`src/udrb_pkg.sv`:
```
// ----------------------------------------------------------------------------
// UART dual ring buffer package
// Shared sizes, operation and status codes, and the request, response and
// memory command structures of the dual ring buffer.
// ----------------------------------------------------------------------------
package udrb_pkg;

   // Ring sizes. Each ring keeps one slot unused, so it holds depth - 1 bytes.
   localparam int RX_DEPTH = 64;
   localparam int TX_DEPTH = 64;
   localparam int RX_PTR_W = $clog2(RX_DEPTH);
   localparam int TX_PTR_W = $clog2(TX_DEPTH);

   // Operation codes of a request.
   localparam logic [1:0] OP_PUT     = 2'd0;
   localparam logic [1:0] OP_GET     = 2'd1;
   localparam logic [1:0] OP_SERVICE = 2'd2;

   // Status codes of a response.
   localparam logic [1:0] ST_OK       = 2'd0;
   localparam logic [1:0] ST_TX_FULL  = 2'd1;
   localparam logic [1:0] ST_RX_EMPTY = 2'd2;

   // One request.
   typedef struct packed {
      logic [1:0] operation;
      logic [7:0] put_byte;
      logic       rx_ready;
      logic       tx_empty;
      logic       line_error;
      logic [7:0] incoming_byte;
   } req_type;

   // One response.
   typedef struct packed {
      logic [1:0] status;
      logic [7:0] got_byte;
      logic       send_valid;
      logic [7:0] send_byte;
      logic       tx_irq_enabled;
      logic       rx_dropped;
      logic       error_drained;
   } rsp_type;

   // Accesses issued by the control logic to the two ring memories.
   typedef struct packed {
      logic                tx_wr_en;
      logic [TX_PTR_W-1:0] tx_wr_addr;
      logic [7:0]          tx_wr_data;
      logic                tx_rd_en;
      logic [TX_PTR_W-1:0] tx_rd_addr;
      logic                rx_wr_en;
      logic [RX_PTR_W-1:0] rx_wr_addr;
      logic [7:0]          rx_wr_data;
      logic                rx_rd_en;
      logic [RX_PTR_W-1:0] rx_rd_addr;
   } mem_cmd_type;

endpackage

```
`src/udrb_ram.sv`:
```
// ----------------------------------------------------------------------------
// Ring storage
// Simple dual-port memory: one write port and one read port with
// registered read data.
// ----------------------------------------------------------------------------
module udrb_ram #(
   parameter  int DEPTH = 64,
   parameter  int WIDTH = 8,
   localparam int AW    = $clog2(DEPTH)
) (
   input  logic             clock,
   input  logic             wr_en,
   input  logic [AW-1:0]    wr_addr,
   input  logic [WIDTH-1:0] wr_data,
   input  logic             rd_en,
   input  logic [AW-1:0]    rd_addr,
   output logic [WIDTH-1:0] rd_data
);

   logic [WIDTH-1:0] mem_ff [DEPTH];
   logic [WIDTH-1:0] rd_data_ff;

   // Write port.
   always_ff @(posedge clock) begin
      if (wr_en) begin
         mem_ff[wr_addr] <= wr_data;
      end
   end

   // Read port with registered data.
   always_ff @(posedge clock) begin
      if (rd_en) begin
         rd_data_ff <= mem_ff[rd_addr];
      end
   end

   assign rd_data = rd_data_ff;

endmodule

```
`src/udrb_ctrl.sv`:
```
// ----------------------------------------------------------------------------
// Ring control
// Request register, ring pointer logic, interrupt enable and response
// register of the dual ring buffer.
// ----------------------------------------------------------------------------
module udrb_ctrl (
   input  logic                  clock,
   input  logic                  reset,
   input  logic                  start,
   output logic                  busy,
   input  udrb_pkg::req_type     req_payload,
   output udrb_pkg::mem_cmd_type mem_cmd,
   input  logic [7:0]            rx_rd_data,
   input  logic [7:0]            tx_rd_data,
   output logic                  rsp_strobe,
   output udrb_pkg::rsp_type     rsp_payload
);

   localparam logic [udrb_pkg::RX_PTR_W-1:0] RX_LAST =
      udrb_pkg::RX_PTR_W'(udrb_pkg::RX_DEPTH - 1);
   localparam logic [udrb_pkg::TX_PTR_W-1:0] TX_LAST =
      udrb_pkg::TX_PTR_W'(udrb_pkg::TX_DEPTH - 1);

   udrb_pkg::req_type               req_ff;
   logic                            req_valid_ff;
   logic [udrb_pkg::RX_PTR_W-1:0]   rx_head_ff, rx_head_in;
   logic [udrb_pkg::RX_PTR_W-1:0]   rx_tail_ff, rx_tail_in;
   logic [udrb_pkg::TX_PTR_W-1:0]   tx_head_ff, tx_head_in;
   logic [udrb_pkg::TX_PTR_W-1:0]   tx_tail_ff, tx_tail_in;
   logic                            tx_irq_on_ff, tx_irq_on_in;
   logic                            rsp_valid_ff;
   logic [1:0]                      status_ff, status_in;
   logic                            got_sel_ff, got_sel_in;
   logic                            send_sel_ff, send_sel_in;
   logic                            drop_ff, drop_in;
   logic                            drain_ff, drain_in;

   logic [udrb_pkg::RX_PTR_W-1:0]   rx_head_next, rx_tail_next;
   logic [udrb_pkg::TX_PTR_W-1:0]   tx_head_next, tx_tail_next;
   logic                            rx_full, rx_empty, tx_full, tx_empty;

   // Every cycle takes a new request.
   assign busy = 1'b0;

   // Request register.
   always_ff @(posedge clock) begin
      if (reset) begin
         req_valid_ff <= 1'b0;
      end else begin
         req_valid_ff <= start && !busy;
      end
      req_ff <= req_payload;
   end

   // Wrapped pointer increments and ring conditions.
   assign rx_head_next = (rx_head_ff == RX_LAST) ? '0 : rx_head_ff + 1'b1;
   assign rx_tail_next = (rx_tail_ff == RX_LAST) ? '0 : rx_tail_ff + 1'b1;
   assign tx_head_next = (tx_head_ff == TX_LAST) ? '0 : tx_head_ff + 1'b1;
   assign tx_tail_next = (tx_tail_ff == TX_LAST) ? '0 : tx_tail_ff + 1'b1;
   assign rx_full  = (rx_head_next == rx_tail_ff);
   assign rx_empty = (rx_head_ff == rx_tail_ff);
   assign tx_full  = (tx_head_next == tx_tail_ff);
   assign tx_empty = (tx_head_ff == tx_tail_ff);

   // Decode of the registered request into pointer moves and memory accesses.
   always_comb begin
      rx_head_in   = rx_head_ff;
      rx_tail_in   = rx_tail_ff;
      tx_head_in   = tx_head_ff;
      tx_tail_in   = tx_tail_ff;
      tx_irq_on_in = tx_irq_on_ff;
      status_in    = udrb_pkg::ST_OK;
      got_sel_in   = 1'b0;
      send_sel_in  = 1'b0;
      drop_in      = 1'b0;
      drain_in     = 1'b0;

      mem_cmd            = '0;
      mem_cmd.tx_wr_addr = tx_head_ff;
      mem_cmd.tx_wr_data = req_ff.put_byte;
      mem_cmd.tx_rd_addr = tx_tail_ff;
      mem_cmd.rx_wr_addr = rx_head_ff;
      mem_cmd.rx_wr_data = req_ff.incoming_byte;
      mem_cmd.rx_rd_addr = rx_tail_ff;

      if (req_valid_ff) begin
         case (req_ff.operation)
            udrb_pkg::OP_PUT: begin
               if (tx_full) begin
                  status_in = udrb_pkg::ST_TX_FULL;
               end else begin
                  mem_cmd.tx_wr_en = 1'b1;
                  tx_head_in       = tx_head_next;
                  tx_irq_on_in     = 1'b1;
               end
            end
            udrb_pkg::OP_GET: begin
               if (rx_empty) begin
                  status_in = udrb_pkg::ST_RX_EMPTY;
               end else begin
                  mem_cmd.rx_rd_en = 1'b1;
                  got_sel_in       = 1'b1;
                  rx_tail_in       = rx_tail_next;
               end
            end
            udrb_pkg::OP_SERVICE: begin
               // Receive side: store the byte unless the ring is full.
               if (req_ff.rx_ready) begin
                  if (rx_full) begin
                     drop_in = 1'b1;
                  end else begin
                     mem_cmd.rx_wr_en = 1'b1;
                     rx_head_in       = rx_head_next;
                  end
               end
               // Transmit side: send the next byte or turn the interrupt off.
               if (req_ff.tx_empty) begin
                  if (tx_empty) begin
                     tx_irq_on_in = 1'b0;
                  end else begin
                     mem_cmd.tx_rd_en = 1'b1;
                     send_sel_in      = 1'b1;
                     tx_tail_in       = tx_tail_next;
                  end
               end
               drain_in = req_ff.line_error;
            end
            default: begin
               // The unused code leaves everything as it is.
            end
         endcase
      end
   end

   // Ring state and response register.
   always_ff @(posedge clock) begin
      if (reset) begin
         rx_head_ff   <= '0;
         rx_tail_ff   <= '0;
         tx_head_ff   <= '0;
         tx_tail_ff   <= '0;
         tx_irq_on_ff <= 1'b1;
         rsp_valid_ff <= 1'b0;
      end else begin
         rx_head_ff   <= rx_head_in;
         rx_tail_ff   <= rx_tail_in;
         tx_head_ff   <= tx_head_in;
         tx_tail_ff   <= tx_tail_in;
         tx_irq_on_ff <= tx_irq_on_in;
         rsp_valid_ff <= req_valid_ff;
      end
      status_ff   <= status_in;
      got_sel_ff  <= got_sel_in;
      send_sel_ff <= send_sel_in;
      drop_ff     <= drop_in;
      drain_ff    <= drain_in;
   end

   // Response assembly; memory read data arrives with the response register.
   assign rsp_strobe                 = rsp_valid_ff;
   assign rsp_payload.status         = status_ff;
   assign rsp_payload.got_byte       = got_sel_ff ? rx_rd_data : 8'h00;
   assign rsp_payload.send_valid     = send_sel_ff;
   assign rsp_payload.send_byte      = send_sel_ff ? tx_rd_data : 8'h00;
   assign rsp_payload.tx_irq_enabled = tx_irq_on_ff;
   assign rsp_payload.rx_dropped     = drop_ff;
   assign rsp_payload.error_drained  = drain_ff;

endmodule

```
`src/uart_dual_ring_buffer.sv`:
```
// ----------------------------------------------------------------------------
// UART dual ring buffer
// Transmit and receive byte rings with put, get and interrupt service
// requests, one response for each request.
// ----------------------------------------------------------------------------
//
//   Channel    Ports                        Handshake
//   request    start, busy, req_payload     taken when start high, busy low
//   response   rsp_strobe, rsp_payload      shown for one cycle, no back-pressure
//
// A request is taken in every cycle; busy stays low.
// A request reaches the response ports through the request register, then the
// pointer logic with at most one access to each ring memory, then the
// response register. The memory read data is registered with the response,
// so a request uses each memory port at most once.
// Synchronous reset empties both rings and turns the transmit interrupt on.
// ----------------------------------------------------------------------------
module uart_dual_ring_buffer (
   input  logic              clock,
   input  logic              reset,
   input  logic              start,
   output logic              busy,
   input  udrb_pkg::req_type req_payload,
   output logic              rsp_strobe,
   output udrb_pkg::rsp_type rsp_payload
);

   udrb_pkg::mem_cmd_type mem_cmd;
   logic [7:0]            rx_rd_data;
   logic [7:0]            tx_rd_data;

   // Pointer logic and response register.
   udrb_ctrl u_ctrl (
      .clock       (clock),
      .reset       (reset),
      .start       (start),
      .busy        (busy),
      .req_payload (req_payload),
      .mem_cmd     (mem_cmd),
      .rx_rd_data  (rx_rd_data),
      .tx_rd_data  (tx_rd_data),
      .rsp_strobe  (rsp_strobe),
      .rsp_payload (rsp_payload)
   );

   // Receive ring storage.
   udrb_ram #(
      .DEPTH (udrb_pkg::RX_DEPTH),
      .WIDTH (8)
   ) u_rx_ram (
      .clock   (clock),
      .wr_en   (mem_cmd.rx_wr_en),
      .wr_addr (mem_cmd.rx_wr_addr),
      .wr_data (mem_cmd.rx_wr_data),
      .rd_en   (mem_cmd.rx_rd_en),
      .rd_addr (mem_cmd.rx_rd_addr),
      .rd_data (rx_rd_data)
   );

   // Transmit ring storage.
   udrb_ram #(
      .DEPTH (udrb_pkg::TX_DEPTH),
      .WIDTH (8)
   ) u_tx_ram (
      .clock   (clock),
      .wr_en   (mem_cmd.tx_wr_en),
      .wr_addr (mem_cmd.tx_wr_addr),
      .wr_data (mem_cmd.tx_wr_data),
      .rd_en   (mem_cmd.tx_rd_en),
      .rd_addr (mem_cmd.tx_rd_addr),
      .rd_data (tx_rd_data)
   );

   // A response only follows a request that has passed the request and response registers.
   a_rsp_has_request: assert property (@(posedge clock) disable iff (reset)
      rsp_strobe |-> $past(start && !busy, 2))
      else $error("response without a matching request");

   // A request taken outside reset always gets its response.
   a_request_answered: assert property (@(posedge clock) disable iff (reset)
      ($past(start && !busy, 2) && !$past(reset) && !$past(reset, 2)) |-> rsp_strobe)
      else $error("request lost");

   // A queued byte keeps the transmit interrupt on, so a send shows it on.
   a_send_irq_on: assert property (@(posedge clock) disable iff (reset)
      (rsp_strobe && rsp_payload.send_valid) |-> rsp_payload.tx_irq_enabled)
      else $error("byte sent with transmit interrupt off");

   // A full transmit ring holds bytes, so the interrupt must be on.
   a_full_irq_on: assert property (@(posedge clock) disable iff (reset)
      (rsp_strobe && rsp_payload.status == udrb_pkg::ST_TX_FULL)
         |-> rsp_payload.tx_irq_enabled)
      else $error("transmit ring full with interrupt off");

endmodule

```
`config.mk`:
```
export PLATFORM = sky130hd
export DESIGN_NAME = uart_dual_ring_buffer
export DESIGN_NICKNAME = d
export VERILOG_FILES = /design/src/udrb_pkg.sv /design/src/udrb_ram.sv /design/src/udrb_ctrl.sv /design/src/uart_dual_ring_buffer.sv
export SDC_FILE = /design/constraint.sdc
export NUM_CORES = 1
export LEC_CHECK = 0
export ABC_AREA = 1
export BUFFER_PORTS_ARGS = -buffer_cell sky130_fd_sc_hd__buf_2
export CAP_MARGIN = 20
export CORE_ASPECT_RATIO = 0.75
export CORE_MARGIN = 8
export CORE_UTILIZATION = 30
export DETAILED_ROUTE_END_ITERATION = 12
export GPL_TIMING_DRIVEN = 1
export MAX_ROUTING_LAYER = met4
export PLACE_DENSITY_LB_ADDON = 0.25
export SKIP_LAST_GASP = 1
export SLEW_MARGIN = 0
export SYNTH_ARGS = -nofsm -noshare
export SYNTH_HDL_FRONTEND = slang
export SYNTH_SLANG_ARGS = --single-unit
```
`constraint.sdc`:
```
create_clock -name clock -period 2.4 [get_ports clock]
set_input_delay 0.48 -clock clock [delete_from_list [all_inputs] [get_ports clock]]
set_output_delay 0.48 -clock clock [all_outputs]
set_load 0.1 [all_outputs]
```
# After elaboration in Yosys (flattened, before gate mapping)
# Memories as Yosys holds them, arrays and structs flattened. A register that Yosys moved wholly into a read port is not among the register bits.
# Index checks and enable logic that the tools add are counted.
[op_classes]
n_eq_ne = 13
mux = 32
reduce_logical = 9
addsub = 4
n_bitwise = 4
[op_table]
columns = ["operator", "count"]
rows = [
  ["adder 6 x 1 -> 6 bit (second input constant)", 4],
  ["== test 6 bit", 4],
  ["== test 6 bit (second input constant)", 4],
  ["2-to-1 mux 6 bit", 4],
  ["2-to-1 mux 1 bit", 23],
  ["2-to-1 mux 8 bit", 2],
  ["AND reduction 3 bit", 3],
  ["AND reduction 4 bit", 2],
  ["AND reduction 5 bit", 1],
  ["inequality test 2 x 1 -> 1 bit (second input constant)", 2],
  ["NOT 1 bit", 4],
  ["one-hot mux 2 bit (2 select lines)", 1],
  ["== test 2 x 1 -> 1 bit (second input constant)", 1],
  ["== test 2 bit (second input constant)", 1],
  ["zero test 2 bit", 1],
  ["2-to-1 mux 2 bit", 1],
  ["inequality test 2 bit (second input constant)", 1],
  ["one-hot mux 1 bit (2 select lines)", 1],
  ["AND reduction 2 bit", 1],
  ["nonzero test 2 bit", 1],
]
[word_totals]
mem_count = 2
out_inout_bits = 24
in_bits = 24
ram_bits = 1024
register_bits = 54
word_cells = 82
[memory_table]
columns = ["name", "depth", "word_bits", "rd", "rd_clocked_by_memory_dff", "wr", "line_no", "text"]
rows = [
  ["u_rx_ram.mem_ff", 64, 8, 1, 1, 1, "udrb_ram.sv:20", "logic [WIDTH-1:0] mem_ff [DEPTH];"],
  ["u_tx_ram.mem_ff", 64, 8, 1, 1, 1, "udrb_ram.sv:20", ""],
]

# Logic depth before layout (Yosys ltp)
[depth]
ltp_word = 9
mapped_depth = 14
depth_no_buf = 14

# Hierarchy
# A second synthesis with hierarchy kept.
[hier_totals]
cells_unflattened = 4010
area_unflattened_um2 = 45616.2
[modules_own_cells]
columns = ["module", "seq_area_each_um2", "n_inst", "area_per_inst_um2", "cells_each"]
rows = [
  ["udrb_ram", 15615.0, 2, 21419.3, 1805],
  ["udrb_ctrl", 1081.0, 1, 2777.7, 400],
]

# Worst setup path after synthesis
# Ideal clock, no wire load.
[synth_path]
path_type = "reg2reg"
from = "register u_ctrl.tx_head_ff[0] (netlist bit)"
to = "memory u_tx_ram.mem_ff[41][0], enable pin"
setup_slack_ps = 83
required_time_ps = 2030
setup_ps = 370
synth_period_minus_slack_ps = 2317
t_arrival_ps = 1946
path_buffers = 0
path_stages_with_launch = 14
path_cell_list = "dfxtp_1 > ha_1 > nand3_2 > nor2_1 > inv_2 > nand2_1 > nand2_1 > nand2_1 > nor2_1 > nand3_2 > nand2_2 > inv_8 > nand2_4 > nor2_1"
[synth_between]
elab_chain_len = 8
elab_cells_between_ends = 9
classes_between = "1 x add/sub; 2 x eq/ne; 6 x mux"
[synth_lines]
columns = ["element", "line_no", "text"]
rows = [
  ["from (decl)", "udrb_ctrl.sv:28", "logic [udrb_pkg::TX_PTR_W-1:0] tx_head_ff, tx_head_in;"],
  ["from (signal assigned)", "udrb_ctrl.sv:147", "tx_head_ff <= tx_head_in;"],
  ["adder 6 x 1 -> 6 bit or == test 6 bit (tied branches)", "udrb_ctrl.sv:58", "assign tx_head_next = (tx_head_ff == TX_LAST) ? '0 : tx_head_ff + 1'b1;"],
  ["2-to-1 mux 6 bit", "udrb_ctrl.sv:58", ""],
  ["== test 6 bit", "udrb_ctrl.sv:62", "assign tx_full = (tx_head_next == tx_tail_ff);"],
  ["2-to-1 mux 1 bit", "udrb_ctrl.sv:89", "if (tx_full) begin"],
  ["2-to-1 mux 1 bit", "udrb_ctrl.sv:87", "case (req_ff.operation)"],
  ["2-to-1 mux 1 bit", "udrb_ctrl.sv:86", "if (req_valid_ff) begin"],
  ["2-to-1 mux 1 bit", "udrb_ram.sv:25", "if (wr_en) begin"],
  ["2-to-1 mux 1 bit (not written as such)", "udrb_ram.sv:26", "mem_ff[wr_addr] <= wr_data;"],
  ["to (decl)", "udrb_ram.sv:20", ""],
]
# Parallel ways exist; a longest one is shown, timed or not.

# Worst setup path in the final report
[layout_path]
from = "register u_ctrl.tx_head_ff[1] (netlist bit)"
to = "memory u_tx_ram.mem_ff[35][5], enable pin"
# Same word-level chain as after synthesis.

==> out/metrics.csv <==
stage;metric;value;unit
clock_network;Sink Count;1094;
global_routing;GRT Total Usage;0.1604;
logic_synthesis;Ys Warns;0;
floorplanning;die area;159000;um2
worst_setup_path;crit path kind;register to register;
pwr;Sw Share;0.2155;
finish;share of cells above drive strength 1;0.1732;
pwr;net switching power;8.380;mW
detailed_routing;met2 WL;53060;um
pwr;Pwr Density;729.0;nW/um2
worst_setup_path;RR Startpoint;u_ctrl.tx_head_ff[1]$_SDFFE_PP0P_;
logic_synthesis;Synth Area in Compound Gates;0.1008;
logic_synthesis;Avg Inst Size Synth;12.20;um2
clock_network;CTS HTree Levels;3;
detailed_routing;vias post-DR;29310;
global_routing;pin count of the biggest net entering global routing;85;
sta;Final Max Tran Viols;0;
sta;f_max;0.4142;GHz
floorplanning;die height;347.3;um
sta;Tcrit/Tclk final;1.006;
finish;final core occ;0.3674;
worst_setup_path;Worst setup EP type;register;
clock_network;Clock Tree Root;clkbuf_16;
floorplanning;DIE WIDTH;457.8;um
worst_setup_path;CP cell instances;ha_4 -> buf_6 -> inv_2 -> nand2_2 -> nand2_2 -> nand2_1 -> nand2_1 -> nor2_2 -> nand2_2 -> nor2_4 -> nand3_4 -> nand2_4 -> clkinv_8 -> buf_8 -> nand2_8 -> nor2_4 -> buf_6;
finish;area grow syn2layout;21.47;%
worst_setup_path;most used cell, CP;nand2_2;
pwr;clock power share;0.433;
pwr;sequential share of power;0.540;
sta;max_slew headroom;0.4184;
clock_network;TritonCTS clock tree;built;
logic_synthesis;post-synth net total;3626;
clock_network;clk buf depth;3;
floorplanning;starting density of the core;0.3025;
worst_setup_path;CP startpoint kind;register;
global_routing;vias in the first global route;28140;
flow_run;max cap viols;0;
global_routing;gr ovfl total;0;
worst_setup_path;Critical Path RT;2.83;ns
detailed_routing;mean number of vias per cell;4.980;
finish;commonest non-fill, non-tap cell in the layout;edfxtp_1;
detailed_routing;Met1 Wirelength;62880;um
worst_hold_path;Hold/Removal Path Class;input port to register;
logic_synthesis;Yosys cell types;35;
worst_setup_path;CP max stage cell;dfxtp_2;
logic_synthesis;Post-Synth XOR/XNOR Area;0.001994;
global_routing;initial antenna violation count;1;
finish;most frequent cells in the layout;edfxtp_1, nor2_1, o21ai_0;
logic_synthesis;number of storage elements in the synthesis netlist;1094;
detailed_routing;first-pass iteration count of the detailed router;5;
pwr;maximum vdd drop;0.7216;mV
worst_setup_path;CP Data Arrival Time;2.85;ns
clock_network;Num CTS Buffers;110;
detailed_routing;top routing layer used;met4;
sta;clock skew;0.07895;ns
worst_setup_path;crit path from;u_ctrl.tx_head_ff[1]$_SDFFE_PP0P_;
logic_synthesis;Synth top area share;0.7112;
logic_synthesis;largest family of logic cells by synthesized area;simple AND/OR/NAND/NOR gates;
detailed_routing;wire per inst;21.89;um
logic_synthesis;top post-synthesis cells by area;edfxtp_1, nor2_1, o21ai_0;
finish;design area;53340;um2
logic_synthesis;adder-cell area share of the yosys netlist;0.001140;
status;violated checks;setup timing;
pwr;Pleak;18.07;nW
global_routing;first-pass GRT wire length;189700;um
detailed_routing;Total Wirelength;128900;um
placed_design;Cell Area, Placed;48870;um2
clock_network;worst skew pair latency;0.75;ns
worst_hold_path;hold_sp;reset;
detailed_routing;number of remaining DRC errors;0;
sta;fin crit period;2.414;ns
sta;worst-margin pin slew;0.8723;ns
placed_design;HPWL after DPL;80620;um
floorplanning;num ports;48;
sta;Setup Viol. Count Final;13;
logic_synthesis;mux cell area share after synthesis;0;
logic_synthesis;Synth Instances;3598;
detailed_routing;Met3 Routed Length;9876;um
status;status;finished, violations left;
detailed_routing;Iteration-0 DRC Markers;2835;
finish;final net count;3913;
detailed_routing;antenna-violating nets left;0;
logic_synthesis;Post-Synth Simple-Gate Area;0.1301;
sta;RSZ-0062 raised after global routing;yes;
clock_network;Clock transition at path regs;0.07;ns
placed_design;Port Buffers;46;
sta;Final Hold Fails;0;
worst_setup_path;Max stage delay on crit path;0.36;ns
floorplanning;num rows;121;
sta;final setup margin;-0.01433;ns
pwr;Gate power share;0.027;
logic_synthesis;Syn Std Cell Area;43910;um2
logic_synthesis;Yosys top cell by area;edfxtp_1;
placed_design;gp weighted congestion;0.8434;
worst_setup_path;Critical Path Fanout Max;8;
floorplanning;Core ar.;145200;um2
pwr;internal power;30.51;mW
logic_synthesis;register area share after synthesis;0.7358;
==> sequential cells by signal, summed over array words and instances, names as in the netlist <==
signal	flops
u_ctrl.tx_tail_ff	6
u_ctrl.rsp_strobe	1
u_ctrl.send_sel_ff	1
u_rx_ram.mem_ff	512
u_ctrl.drain_ff	1
u_ctrl.mem_cmd	16
u_ctrl.req_ff	5
u_ctrl.status_ff	2
u_ctrl.drop_ff	1
u_ctrl.tx_head_ff	6
u_ctrl.tx_irq_on_ff	1
u_ctrl.req_valid_ff	1
u_tx_ram.mem_ff	512
u_tx_ram.rd_data	8
u_rx_ram.rd_data	8
u_ctrl.rx_tail_ff	6
u_ctrl.got_sel_ff	1
u_ctrl.rx_head_ff	6
==> Yosys cell counts (all sizes together) <==
master and instances:
o221ai 16, nor3 7, o211ai 111, xor2 10
clkinv 2, dfxtp 54, conb 1, nand3b 2
nand2 363, nor2 783, buf 98, clkbuf 134
o22ai 114, o21bai 2, a21oi 47, and3 2
a22oi 1, o21ai 496, edfxtp 1040, ha 4
inv 78, nor3b 1, or2 8, nand3 197
nand4 27
==> power by group through the flow <==
stage               Clock (mW)  Sequential [mW]  Combinational [mW]
floorplan                    0             21.5               0.339
global placement             0             21.4               0.990
CTS                       17.3             21.0                1.02
finish                    16.9             21.0                1.03
detailed placement           0             21.4               0.984
global route              17.9             21.0                1.11
==> routing by layer <==
metal | track usage | vias up
li1 | - | 13610
met1 | 0.2412 | 14490
met4 | 0.03988 | 0
met3 | 0.03500 | 178
met2 | 0.2181 | 1037
met5 | - | -
==> worst paths after layout <==
kind | end | slack (ns) | cells after the start
hold / removal | u_ctrl.tx_tail_ff[5]$_SDFFE_PP0P_ | 0.24 | 3
hold reg to reg | u_ctrl.drain_ff$_SDFF_PN0_ | 0.42 | 2
setup reg to reg | u_tx_ram.mem_ff[35][5]$_DFFE_PP_ | -0.01 | 17
setup / recovery | u_tx_ram.mem_ff[35][5]$_DFFE_PP_ | -0.01 | 17
==> through the flow <==
step / TNS [ns] / setup WS, ns / hold WS, ns / instances / total power, mW
2_1_floorplan: 0 / 0.08337 / 0.3936 / 3598 / 21.81
3_3_place_gp: -61.39 / -0.2749 / 0.4032 / 5666 / 22.40
3_5_place_dp: -33.20 / -0.2368 / 0.4058 / 5666 / 22.39
4_1_cts: -15.34 / -0.1746 / 0.2054 / 5894 / 39.28
5_1_grt: -17.91 / -0.1358 / 0.2263 / 5886 / 40.05
6_report: -0.09868 / -0.01433 / 0.2423 / 5886 / 38.89
==> kinds of logic (layout without fill, tap and decap cells) <==
logic type | count (synthesis) | in the layout
xor+xnor | 10 | 10
simple gates | 1390 | 1390
buf+inv | 312 | 693
compound gates | 787 | 787
other cells | 1 | 2
flops | 1094 | 1094
fa+ha+maj | 4 | 4
==> timing repair <==
action	in CTS	in global routing
hold endpoints to repair	22	0
resized for setup	23	196
hold buffers	22	0
pin swaps	0	15
endpoints found under the setup margin	400	948
setup buffers	0	3
==> final cells by class <==
cell class / instances / area, um2
multi-input cells: 2192 / 10810
fillers: 14020 / 91840
clock buffers: 135 / 2868
diodes: 1 / 2.502
well taps: 1906 / 2385
inverters: 80 / 322.8
repair buffers: 407 / 3959
flip-flops and latches: 1094 / 32360
clock inverters: 71 / 636.9
==> critical path, delay by kind of cell (launching register included) <==
kind,cells,cell delay (ns)
buf+inv,5,0.55
fa+ha+maj,1,0.15
flops,1,0.36
simple gates,11,1.05
(Power assumes the default switching activity.)
